==> config.mk <==
export PLATFORM = sky130hd
export DESIGN_NAME = tgbp_hist
export DESIGN_NICKNAME = d
export VERILOG_FILES = /design/src/rtl/tgbp_pkg.sv /design/src/rtl/tgbp_hist.sv
export SDC_FILE = /design/constraint.sdc
export NUM_CORES = 1
export LEC_CHECK = 0
export BUFFER_PORTS_ARGS = -buffer_cell sky130_fd_sc_hd__clkbuf_2
export CORE_MARGIN = 2
export CORE_UTILIZATION = 40
export DETAILED_ROUTE_END_ITERATION = 6
export SLEW_MARGIN = 25
export SYNTH_ARGS = -nofsm -noshare
export SYNTH_HDL_FRONTEND = slang
export SYNTH_SLANG_ARGS = --single-unit
export TNS_END_PERCENT = 100
==> constraint.sdc <==
create_clock -name i_clk -period 0.97 [get_ports i_clk]
set_input_delay 0.1455 -clock i_clk [delete_from_list [all_inputs] [get_ports i_clk]]
set_output_delay 0.1455 -clock i_clk [all_outputs]
set_load 0.005 [all_outputs]
==> src/rtl/tgbp_pkg.sv <==
`default_nettype none
package tgbp_pkg;

    localparam int NUM_TABLES_DEF       = 4;
    localparam int TABLE_INDEX_BITS_DEF = 10;
    localparam int TAG_BITS_DEF         = 9;
    localparam int MAX_HISTORY_DEF      = 64;
    localparam int BASE_INDEX_BITS_DEF  = 12;

    localparam int PC_BITS     = 48;
    localparam int CTR_BITS    = 3;
    localparam int USE_BITS    = 2;
    localparam int BASE_BITS   = 2;
    localparam int LFSR_BITS   = 16;
    localparam int PERIOD_BITS = 20;
    localparam int THR_BITS    = 4;
    localparam int ABC_BITS    = 4;
    localparam int CFG_BITS    = 20;
    localparam int CFG_IDX_BITS = 2;

    localparam logic [LFSR_BITS-1:0]   LFSR_TAPS     = 16'hB400;
    localparam logic [LFSR_BITS-1:0]   LFSR_SEED_RST = 16'd44257;
    localparam logic [PERIOD_BITS-1:0] PERIOD_RST    = 20'd262144;
    localparam logic [THR_BITS-1:0]    THR_RST       = 4'd8;
    localparam logic [CTR_BITS-1:0]    CTR_ALLOC     = 3'd4;
    localparam logic [CTR_BITS-1:0]    CTR_WEAK_NT   = 3'd3;
    localparam logic [CTR_BITS-1:0]    CTR_MAX       = 3'd7;
    localparam logic [USE_BITS-1:0]    USE_MAX       = 2'd3;
    localparam logic [BASE_BITS-1:0]   BASE_RST      = 2'd1;
    localparam logic [BASE_BITS-1:0]   BASE_MAX      = 2'd3;
    localparam logic [ABC_BITS-1:0]    ABC_MAX       = 4'd15;
    localparam int MAX_PROVIDER = NUM_TABLES_DEF;

    typedef enum logic [CFG_IDX_BITS-1:0] {
        CFG_RESET_PERIOD = 2'd0,
        CFG_ALT_THRESHOLD = 2'd1,
        CFG_LFSR_SEED = 2'd2,
        CFG_UNUSED = 2'd3
    } t_cfg_idx;

    typedef struct packed {
        logic en;
        logic taken;
    } t_hist_upd;

    function automatic int hist_len(int t, int n, int mh);
        int s;
        int v;
        s = n - 1 - t;
        v = (s < 32) ? (mh >>> s) : 0;
        return (v != 0) ? v : 1;
    endfunction

endpackage
`default_nettype wire

==> src/rtl/tgbp_hist.sv <==
`default_nettype none
module tgbp_hist
    import tgbp_pkg::*;
#(
    parameter int NUM_TABLES       = NUM_TABLES_DEF,
    parameter int TABLE_INDEX_BITS = TABLE_INDEX_BITS_DEF,
    parameter int TAG_BITS         = TAG_BITS_DEF,
    parameter int MAX_HISTORY      = MAX_HISTORY_DEF
) (
    input  wire                                          i_clk,
    input  wire                                          i_rst_n,
    input  t_hist_upd                                    i_upd,
    input  wire [PC_BITS-1:0]                            i_pc,
    output logic [NUM_TABLES-1:0][TABLE_INDEX_BITS-1:0]  o_idx,
    output logic [NUM_TABLES-1:0][TAG_BITS-1:0]          o_tag
);
    localparam int TIB = TABLE_INDEX_BITS;
    localparam int TGB = TAG_BITS;

    logic [MAX_HISTORY-1:0] r_hist;
    logic [MAX_HISTORY-1:0] n_hist;

    assign n_hist = {r_hist[MAX_HISTORY-2:0], i_upd.taken};

    always_ff @(posedge i_clk) begin
        if (!i_rst_n) begin
            r_hist <= '0;
        end else if (i_upd.en) begin
            r_hist <= n_hist;
        end
    end

    for (genvar t = 0; t < NUM_TABLES; t++) begin : g_tab
        localparam int LEN = hist_len(t, NUM_TABLES, MAX_HISTORY);
        localparam int SI  = LEN % TABLE_INDEX_BITS;
        localparam int SA  = LEN % TAG_BITS;
        localparam int SB  = LEN % (TAG_BITS - 1);

        logic [TIB-1:0] r_fi, n_fi;
        logic [TGB-1:0] r_fa, n_fa;
        logic [TGB-2:0] r_fb, n_fb;
        logic           w_out;

        assign w_out = r_hist[LEN-1];

        always_comb begin
            n_fi = {r_fi[TIB-2:0], i_upd.taken};
            n_fi[0] = n_fi[0] ^ r_fi[TIB-1];
            n_fi[SI] = n_fi[SI] ^ w_out;
            n_fa = {r_fa[TGB-2:0], i_upd.taken};
            n_fa[0] = n_fa[0] ^ r_fa[TGB-1];
            n_fa[SA] = n_fa[SA] ^ w_out;
            n_fb = {r_fb[TGB-3:0], i_upd.taken};
            n_fb[0] = n_fb[0] ^ r_fb[TGB-2];
            n_fb[SB] = n_fb[SB] ^ w_out;
        end

        always_ff @(posedge i_clk) begin
            if (!i_rst_n) begin
                r_fi <= '0;
                r_fa <= '0;
                r_fb <= '0;
            end else if (i_upd.en) begin
                r_fi <= n_fi;
                r_fa <= n_fa;
                r_fb <= n_fb;
            end
        end

        assign o_idx[t] = i_pc[TIB-1:0] ^ r_fi;
        assign o_tag[t] = i_pc[TGB+1:2] ^ r_fa ^ {r_fb, 1'b0};
    end
endmodule
`default_nettype wire

# Yosys cells after proc, flatten, opt, wreduce, memory -nomap -nowiden
# Index checks and enable logic that the tools add are counted.
[word_totals]
ff_bits = 172
in_bits = 52
out_inout_bits = 76
[classes]
bitwise = 36
[op_table]
columns = ["cell", "n"]
rows = [
  ["bitwise XOR 9 bit", 8],
  ["bitwise XOR 10 bit", 4],
  ["bitwise XOR 1 bit", 24],
]

# Logic depth before layout (Yosys ltp)
[logic_depth]
word_depth = 2
mapped_depth = 5
mapped_depth_nobuf = 3

# Worst setup path after synthesis
# OpenSTA, ideal clock, no wires.
[synth_timing]
path_kind = "register -> register"
start = "register r_hist[31]"
end = "register g_tab[2].r_fb[0]"
setup_time_ns = 0.079
arrival_ns = 0.867
required_ns = 0.891
path_slack_ns = 0.024
stages_incl_launch_ff = 5
path_buffers = 1
period_less_slack_ns = 0.946
cell_sequence = "dfxtp_1 clkbuf_1 xor2_1 nand4b_1 o211ai_1"
[synth_between]
elab_chain_cells = 1
[synth_rtl]
columns = ["element", "line", "rtl"]
rows = [
  ["from (decl)", "tgbp_hist.sv:20", "logic [MAX_HISTORY-1:0] r_hist;"],
  ["from (signal assigned)", "tgbp_hist.sv:29", "r_hist <= n_hist;"],
  ["bitwise XOR 1 bit", "tgbp_hist.sv:55", "n_fb[SB] = n_fb[SB] ^ w_out;"],
  ["to (signal assigned)", "tgbp_hist.sv:66", "r_fb <= n_fb;"],
  ["to (decl)", "tgbp_hist.sv:41", "logic [TGB-2:0] r_fb, n_fb;"],
]
# No other way between the ends.
# A chain may end at the register's enable or synchronous reset.

==> results.md <==
* First-pass GRT wire length at 25830 um
* Clk root buf: clkbuf_16
* GPL Wtd Cong at 0.7248
* Critical Path Fanout Max at 2
* Seq/Total Area, Yosys at 0.4435
* Non-Filler Instances at 1132
* Tmin final at 1403 ps
* Mapped Nets at 760
* Max incr delay on CP at 340 ps
* CTS Buffer Depth at 2
* Cells after DPL at 1056
* Max Fclk at 713.0 MHz
* DRC at 0
* Port buffer count at 90
* Share of cells above drive strength 1 at 0.4002
* Slowest CP cell: dfxtp_2
* Post-route design area at 0.01018 mm^2
* Pleak at 0.004489 uW
* Die Y at 143.3 um
* Power Total at 16380 uW
* Hold WC Path Type: in2reg
* Largest net degree at the start of global routing at 49
* Routed vias at 5084
* H-tree depth at 4
* Unrepaired setup endpoints after global routing: yes
* Final worst slack at -432.6 ps
* Clock skew at 6.085 ps
* Tcrit/Tclk final at 1.446
* VDD IR max at 1127 uV
* IO Pins at 128
* Die width at 143.3 um
* CP endpoint kind: output pin
* Syn Inst Count at 708
* Critical-path cell list: xnor2_2, xnor2_1, buf_2
* Vias in the first global route at 5005
* Worst skew pair latency at 420 ps
* Initial DRC count at 163
* Failing checks: setup timing
* Vias per cell at 4.491
* Transition time of the tightest slew-check pin at 491.3 ps
* Fillers at 1669
* Ant diodes at 0
* Clock Sinks at 172
* All-layer global routing usage at 0.1617
* WP data arrival at 1260 ps
* Post-route ant nets at 0
* Total congestion overflow at 0
* CTS tree: built
* Clock buffer count from CTS at 17
* Initial antenna violation count at 0
* Final Hold Fails at 0
* Area of the core at 0.01889 mm^2
* Finish-stage setup viols at 76
* Nets at 911
* Post-DP HPWL at 10790 um
* Drt total wl at 16140 um
* TritonRoute pass-1 iters at 4
* Drt wl/cell at 14.26 um
* Die ar. at 0.02054 mm^2
* Flip-flop and latch area at 0.003566 mm^2
* Mapped Area at 0.007764 mm^2
* Pwr dens at 1609 mW/mm^2
* Initial Util at 0.4109
* Area of the multi-input gates at 0.004319 mm^2
* Area Growth Syn to Fin at 31.12%
* Run status: complete, but fails checks
* CP startpoint kind: flip-flop
* Num rows at 50
* R2R setup slack at 40 ps
* Yosys reg bits at 172
* Max-cap viol count at 0
* WS Path Type: reg2out
* Post-Syn Area per Cell at 10.97 um^2
* Clk pin slew, worst setup/hold paths at 70 ps
* Placed cell area at 0.008678 mm^2
* Synth cell types at 16
* CP required at 820 ps
* Yosys warns at 0
* Rel. slew slack at 0.6725
* Fin. max-slew vios at 0
[critical path: cells and delay by family (launching register included)]
| family | cells | cell delay, ps |
|---|---|---|
| XOR/XNOR | 2 | 340 |
| buffers and inverters | 1 | 140 |
| flip-flops | 1 | 340 |
[metal layers]
layer	track usage	wire (um)	vias up
met5	0	0	-
met4	0.04644	131	0
met3	0.03732	509	11
met2	0.2732	7834	79
met1	0.2072	7664	2376
li1	-	-	2618
[worst paths after layout]
check | endpoint | start | cells after the start
max | o_tag[19] | g_tab[2].r_fa[1] | 3
min | g_tab[1].r_fa[7] | i_upd[1] | 2
max reg2reg | g_tab[3].r_fi[4] | g_tab[3].r_fi[3] | 4
min reg2reg | g_tab[3].r_fi[0] | g_tab[3].r_fi[0] | 1
[area by class of cell]
class                   instances  area share
clock buffers                  20     0.04585
multi-input cells             480      0.4243
repair buffers                188      0.1295
well taps                     260     0.03196
clock inverters                12     0.01807
flip-flops and latches        172      0.3503
[cells in the mapped netlist (all sizes together)]
cell type / count / area [um^2]
xnor2: 80 / 700.7
dfxtp: 172 / 3443
o211a: 16 / 160.2
nor2b: 152 / 950.9
nand2: 16 / 60.06
nand3b: 4 / 30.03
nand3: 4 / 20.02
o211ai: 4 / 30.03
xor2: 48 / 420.4
buf: 36 / 316.6
mux2i: 152 / 1521
clkbuf: 20 / 75.07
nand4b: 4 / 35.03
[flip-flops by register name, summed over array words and instances, names as in the netlist]
register	count
g_tab.r_fb	32
g_tab.r_fi	40
g_tab.r_fa	36
r_hist	64
[where the power goes]
| group | switching [uW] | internal (uW) | leakage, uW |
|---|---|---|---|
| registers | 96.5 | 7160 | 0.00143 |
| clock network | 2820 | 4540 | 0.000313 |
| logic | 822 | 942 | 0.00274 |
| total | 3730 | 12600 | 0.00449 |
[stage by stage]
step	TNS [ps]	setup slack (ps)	hold WS (ps)	util
after global placement	-6295	-196.3	495.1	0.4593
after detailed placement	-7502	-258.9	504.2	0.4593
after CTS	-23530	-471.2	85.68	0.5295
after global routing	-25230	-484.4	98.57	0.5388
after floorplan	0	24.40	342.4	-
final	-21010	-432.6	101.2	0.5388
[cells in the final DEF (no fill, tap or decap), types with 12 or more instances in the layout]
cell         n
buf_2       63
buf_4       88
clkbuf_16   17
clkbuf_2    25
dfxtp_1     92
dfxtp_2     71
mux2i_1    152
nand2_1     16
nor2b_1    152
o211a_1     16
xnor2_1     44
xnor2_2     35
xor2_1      35
xor2_2      12
[cells by family (layout without fill, tap and decap cells)]
| family | Yosys count | after routing | share of synthesized area |
|---|---|---|---|
| DFF | 172 | 172 | 0.4435 |
| muxes | 152 | 152 | 0.1960 |
| and+or+nand+nor | 180 | 180 | 0.1412 |
| xor gates and xnor gates | 128 | 128 | 0.1444 |
| buffers and inverters | 56 | 220 | 0.05044 |
| AOI/OAI and AO/OA | 20 | 20 | 0.02450 |
[what timing repair did]
action                                  CTS  global route
setup buffers                            42             2
hold buffers                              0             0
pin swaps                                46            29
resized for setup                       116            89
endpoints found under the setup margin   78            82
Note: power is estimated with default switching activity, not from simulation.
