--- src/rtl/tgbp_ram.sv ---
`default_nettype none
module tgbp_ram #(
    parameter int WIDTH = 8,
    parameter int DEPTH = 256
) (
    input  wire                     i_clk,
    input  wire                     i_we,
    input  wire [$clog2(DEPTH)-1:0] i_waddr,
    input  wire [WIDTH-1:0]         i_wdata,
    input  wire                     i_re,
    input  wire [$clog2(DEPTH)-1:0] i_raddr,
    output logic [WIDTH-1:0]        o_rdata
);
    logic [WIDTH-1:0] r_mem [DEPTH];

    always_ff @(posedge i_clk) begin
        if (i_we) begin
            r_mem[i_waddr] <= i_wdata;
        end
        if (i_re) begin
            o_rdata <= r_mem[i_raddr];
        end
    end
endmodule
`default_nettype wire

--- config.mk ---
export PLATFORM = sky130hd
export DESIGN_NAME = tgbp_ram
export DESIGN_NICKNAME = d
export VERILOG_FILES = /design/src/rtl/tgbp_ram.sv
export SDC_FILE = /design/constraint.sdc
export NUM_CORES = 2
export LEC_CHECK = 0
export BUFFER_PORTS_ARGS = -buffer_cell sky130_fd_sc_hd__buf_2
export CORE_AREA = 10 10 411 413
export DETAILED_ROUTE_END_ITERATION = 8
export DIE_AREA = 0 0 421 423
export GPL_TIMING_DRIVEN = 0
export MAX_ROUTING_LAYER = met4
export PLACE_DENSITY_LB_ADDON = 0.1
export REMOVE_ABC_BUFFERS = 1
export SYNTH_ARGS = -nofsm -noshare
export SYNTH_HDL_FRONTEND = slang
export SYNTH_SLANG_ARGS = --single-unit
--- constraint.sdc ---
create_clock -name i_clk -period 2.4 [get_ports i_clk]
set_clock_uncertainty 0.2 [all_clocks]
set_input_delay 0.24 -clock i_clk [delete_from_list [all_inputs] [get_ports i_clk]]
set_output_delay 0.24 -clock i_clk [all_outputs]
set_load 0.005 [all_outputs]
# Word level (Yosys, flattened, before mapping)

Memory sizes are Yosys's and may differ from the RTL's. A register that Yosys moved wholly into a read port is not among the register bits.
Index checks and enable logic that the tools add are counted.

Input port bits: 27
Register bits after elaboration: 0
Memories kept: 1
Output and inout port bits: 8
Bits in writable memories: 2,048

Memory list:

| memory | words | bits a word | rd ports | clocked after Yosys merged registers in | write ports | RTL line | text |
|---|---|---|---|---|---|---|---|
| r_mem  | 256   | 8           | 1        | 1                                       | 1           | 14       | `logic [WIDTH-1:0] r_mem [DEPTH];` |

Multiplexer cells: 2

Operators by type and width:

| cell              | number |
|---|---|
| 1-bit two-way mux | 2 |

# Logic depth before layout (Yosys ltp)

Depth after elaboration: 2
Mapped depth: 11

# Worst setup path after synthesis

Ideal clock, no wire load.

Path kind: input port to flip-flop
From: input port i_raddr[0]
To: register o_rdata[2], read port of r_mem, data pin
Buffers on the path: 4
Stages on the path: 9
Required time: 1,931 ps
Slack: -116 ps
Arrival time: 2,047 ps
Setup time: 269 ps
Cell sequence: buf_6 -> buf_12 -> buf_8 -> buf_2 -> mux4_2 -> a22oi_1 -> a21oi_1 -> nor4_1 -> nor4_2

RTL lines:

| item            | RTL line | text |
|---|---|---|
| start, declared | 11       | `input wire [$clog2(DEPTH)-1:0] i_raddr,` |
| end, declared   | 12       | `output logic [WIDTH-1:0] o_rdata` |

==> results_tabular.tex <==
\begin{tabular}{lr}
\hline
Metric & Value \\
\hline
\multicolumn{2}{l}{\textbf{Run status}} \\
Status & complete, but fails checks \\
Violated checks & negative setup slack \\
\multicolumn{2}{l}{\textbf{Clocking}} \\
Clk sinks & 2056 \\
TritonCTS buffer count & 200 \\
Clock tree buffer depth & 3 \\
Master cell of the clock root buffer & sky130\_fd\_sc\_hd\_\_clkbuf\_16 \\
Worst-path clk slew & 60 ps \\
Clock latency at the later pin of the worst-skew pair & 810 ps \\
CTS tree & yes \\
CTS HTree Levels & 4 \\
\multicolumn{2}{l}{\textbf{Synthesis}} \\
Number of synthesis warnings & 0 \\
Share of Yosys cell area claimed by the top area cell type & 0.775 \\
Number of instances in the synthesized netlist & 3733 \\
EDFF count, synth & 2056 \\
FF+latch count, synth & 2056 \\
Top cells by area in the synthesized netlist & sky130\_fd\_sc\_hd\_\_edfxtp\_1 (78\%), sky130\_fd\_sc\_hd\_\_mux4\_2 (13\%), sky130\_fd\_sc\_hd\_\_mux2i\_1 (1.7\%) \\
Mapped Area & 79600 sq um \\
Primary FF master, synth & sky130\_fd\_sc\_hd\_\_edfxtp\_1 \\
Number of distinct library cells after synthesis & 54 \\
Mean area per synthesized cell & 21.3 sq um \\
Post-synth ARST share & 0 \\
Sequential area share after synthesis & 0.775 \\
Cell accounting for the most synthesized area & sky130\_fd\_sc\_hd\_\_edfxtp\_1 \\
\multicolumn{2}{l}{\textbf{Finish}} \\
Fraction of layout instances using a drive strength above 1 & 0.265 \\
Number of fillers in the final layout & 11500 \\
Area occupied by multi-input gates & 17600 sq um \\
Seq. cell area & 61700 sq um \\
Post-layout instance area & 91200 sq um \\
Post-layout net count & 3883 \\
Layout-stage area growth over the synthesis result & 14.6\% \\
Utilization after layout & 0.569 \\
\multicolumn{2}{l}{\textbf{Global routing}} \\
Aggregate global-route resource usage & 0.236 \\
Global-route wire length before repair & 295 mm \\
GRT Residual Overflow & 0 \\
Number of antenna violations at the first check in global routing & 10 \\
Number of global-route vias before repair & 39800 \\
Pin count of the biggest net entering global routing & 152 \\
\multicolumn{2}{l}{\textbf{Critical path}} \\
Crit path kind & reg2reg \\
Slowest CP cell & sky130\_fd\_sc\_hd\_\_mux4\_2 \\
Chain of cells forming the critical path & mux4\_2, mux4\_2, nor2b\_4, nor4\_4, nor4\_4 \\
Count of buffering cells on the critical path with inverters included & 0 \\
Crit path max fanout & 1 \\
Worst path top cell family by delay & multiplexers \\
Data arrival at the endpoint of the critical path & 3070 ps \\
WP depth & 5 \\
Delay of the slowest cell on the worst path & 520 ps \\
Kind of end point of the critical path & register \\
Required time of the critical path & 2710 ps \\
Sort of element at the start of the critical path & register \\
Worst reg-to-reg path cell count & 5 \\
\multicolumn{2}{l}{\textbf{Detailed routing}} \\
Via/cell ratio & 6.27 \\
Antenna violation net count after detailed routing & 0 \\
Total length of routed wires & 207 mm \\
Wire length on met3 & 16.0 mm \\
Post-route DRC & 0 \\
Total met2 wirelength after detailed routing & 103 mm \\
Starting DRC count in detailed routing & 4729 \\
Top Layer Used & met4 \\
M1 WL & 83.1 mm \\
Wire length per cell & 33.4 microns \\
First-pass DRT Iterations & 5 \\
Count of vias placed by the detailed router & 38800 \\
\multicolumn{2}{l}{\textbf{Min path}} \\
Worst hold path cell count & 3 \\
Type of the most critical hold path & in2reg \\
\multicolumn{2}{l}{\textbf{Place}} \\
Total half-perimeter wirelength after legalization and detailed placement & 121 mm \\
Post-place instance area & 82600 sq um \\
Post-Place Worst Slack & -3500 ps \\
Port Buffers & 34 \\
Routability cong. & 0.791 \\
\multicolumn{2}{l}{\textbf{Pwr}} \\
Switching Power & 15.6 mW \\
Leakage power of the design & 28.0 nW \\
Portion of total power attributed to combinational logic & 0.056 \\
Power density relative to cell area & 816 nW/um\^{}2 \\
Switching share of power & 0.210 \\
Total power consumption of the routed design & 74.4 mW \\
Max IR drop VDD & 0.000791 V \\
Sequential share of power & 0.533 \\
Relative contribution of the clock network to total power & 0.411 \\
Power Internal & 58.8 mW \\
\multicolumn{2}{l}{\textbf{Floorplan}} \\
Std cell rows & 147 \\
Starting density of the core & 0.497 \\
X dimension of the die & 421 microns \\
Full die area & 178000 sq um \\
Vertical die dimension & 423 microns \\
Area of the core & 160000 sq um \\
Total I/O pin count & 35 \\
\multicolumn{2}{l}{\textbf{Timing}} \\
Transition time at the pin with the least slew margin & 1230 ps \\
Final worst slack & -354 ps \\
Setup violations, final & 104 \\
Final min period & 2750 ps \\
Max Clock Freq & 363 MHz \\
Worst hold slack & 58.6 ps \\
RSZ-0062 raised after global routing & yes \\
Pins Over Slew Limit & 0 \\
Slew margin rel. & 0.180 \\
Portion of the clock cycle consumed by the worst path in the final layout & 1.15 \\
Hold Fails Final Rpt & 0 \\
\multicolumn{2}{l}{\textbf{Job}} \\
Max-cap violations & 0 \\
\hline
\end{tabular}
==> repair_timing <==
action	4_1_cts	5_1_grt
pin swaps	22	15
hold endpoints to repair	912	0
buffers inserted	13	3
gates cloned	29	0
hold buffers	15	0
gates resized for setup	138	88
endpoints found under the setup margin	185	594
==> power groups by stage <==
| stage | clock network (mW) | logic [mW] | registers, mW |
|---|---|---|---|
| 2_1_floorplan | 0 | 1.39 | 40.4 |
| 3_3_place_gp | 0 | 4.34 | 40.5 |
| 3_5_place_dp | 0 | 3.62 | 40.4 |
| 4_1_cts | 31.0 | 4.15 | 39.6 |
| 5_1_grt | 32.6 | 4.36 | 39.6 |
| 6_report | 30.6 | 4.16 | 39.6 |
==> area by class of cell <==
| class | instances | share of cell area |
|---|---|---|
| flip-flops and latches | 2056 | 0.677 |
| multi-input cells | 1444 | 0.193 |
| clock buffers | 246 | 0.0572 |
| repair buffers | 152 | 0.0307 |
| well taps | 2160 | 0.0296 |
| clock inverters | 119 | 0.0127 |
| inverters | 2 | 0.000137 |
| diodes | 5 | 0.000137 |
==> metal layers <==
layer / track usage / vias up
met5: - / -
met2: 0.379 / 1653
met4: 0.0565 / 0
met1: 0.313 / 20900
met3: 0.0463 / 293
li1: - / 16000
==> kinds of logic after synthesis <==
family,count (synthesis),share of synthesized area
buffers and inverters,235,0.0183
multiplexers,591,0.146
AND/OR/NAND/NOR,466,0.0263
flip-flops,2056,0.775
AO/OA/AOI/OAI,385,0.0342
==> sequential cells by signal (all words and copies together), names as in the netlist <==
name	cells
o_rdata	8
r_mem	2048
==> through the flow <==
stage,cells,TNS [ps]
6_report,6184,-13730
2_1_floorplan,3500,-3960
4_1_cts,6176,-3190
5_1_grt,6183,-16640
3_5_place_dp,5754,-1436450
3_3_place_gp,5694,-8354290
==> worst paths after layout <==
kind / from / to / slack, ps
setup / recovery: r_mem[70][4] / o_rdata[4] / -350
hold / removal: i_waddr[1] / r_mem[155][0] / 60
setup reg to reg: r_mem[70][4] / o_rdata[4] / -350
hold reg to reg: r_mem[33][5] / o_rdata[5] / 1140
==> cells in the mapped netlist (3+ instances only) <==
cell	n
sky130_fd_sc_hd__a211oi_1	16
sky130_fd_sc_hd__a21oi_1	96
sky130_fd_sc_hd__a221oi_1	13
sky130_fd_sc_hd__a22o_1	8
sky130_fd_sc_hd__a22oi_1	133
sky130_fd_sc_hd__and2_1	6
sky130_fd_sc_hd__buf_1	22
sky130_fd_sc_hd__buf_12	8
sky130_fd_sc_hd__buf_2	31
sky130_fd_sc_hd__buf_4	27
sky130_fd_sc_hd__buf_6	21
sky130_fd_sc_hd__buf_8	13
sky130_fd_sc_hd__clkbuf_1	111
sky130_fd_sc_hd__edfxtp_1	2056
sky130_fd_sc_hd__mux2i_1	134
sky130_fd_sc_hd__mux4_2	454
sky130_fd_sc_hd__nand2_1	33
sky130_fd_sc_hd__nand2b_1	8
sky130_fd_sc_hd__nand3_1	34
sky130_fd_sc_hd__nand4_1	10
sky130_fd_sc_hd__nor2_1	282
sky130_fd_sc_hd__nor2b_1	31
sky130_fd_sc_hd__nor3_1	22
sky130_fd_sc_hd__nor4_1	24
sky130_fd_sc_hd__nor4_2	3
sky130_fd_sc_hd__o211ai_1	10
sky130_fd_sc_hd__o21ai_0	10
sky130_fd_sc_hd__o221ai_1	46
sky130_fd_sc_hd__o22a_1	5
sky130_fd_sc_hd__o22ai_1	28
sky130_fd_sc_hd__o32ai_1	4
sky130_fd_sc_hd__or2_2	4
==> cells in the final DEF, fill, tap and decap left out, types with 8 or more instances in the layout <==
cell / count
sky130_fd_sc_hd__o22ai_1: 28
sky130_fd_sc_hd__nand3_1: 23
sky130_fd_sc_hd__clkbuf_16: 202
sky130_fd_sc_hd__nor2_1: 199
sky130_fd_sc_hd__mux4_2: 455
sky130_fd_sc_hd__a21oi_1: 91
sky130_fd_sc_hd__buf_2: 21
sky130_fd_sc_hd__buf_16: 45
sky130_fd_sc_hd__mux2i_1: 134
sky130_fd_sc_hd__dlygate4sd3_1: 15
sky130_fd_sc_hd__nand3_2: 9
sky130_fd_sc_hd__o211ai_1: 10
sky130_fd_sc_hd__edfxtp_1: 2056
sky130_fd_sc_hd__buf_12: 13
sky130_fd_sc_hd__clkinv_2: 35
sky130_fd_sc_hd__a211oi_2: 8
sky130_fd_sc_hd__o21ai_0: 10
sky130_fd_sc_hd__buf_4: 20
sky130_fd_sc_hd__nand2_1: 31
sky130_fd_sc_hd__bufinv_16: 21
sky130_fd_sc_hd__clkinv_1: 49
sky130_fd_sc_hd__nor2b_1: 22
sky130_fd_sc_hd__nor2_2: 80
sky130_fd_sc_hd__clkbuf_1: 44
sky130_fd_sc_hd__nand4_1: 10
sky130_fd_sc_hd__nor4_4: 17
sky130_fd_sc_hd__a22oi_1: 131
sky130_fd_sc_hd__o221ai_1: 40
sky130_fd_sc_hd__nor3_1: 10
sky130_fd_sc_hd__buf_8: 17
sky130_fd_sc_hd__bufbuf_16: 19
sky130_fd_sc_hd__nor4_2: 10
==> worst min-delay path, cell delays in order <==
cell	delay, ps
sky130_fd_sc_hd__buf_2	160
sky130_fd_sc_hd__nand3_1	260
sky130_fd_sc_hd__nor2_2	180
(Power assumes the default switching activity.)
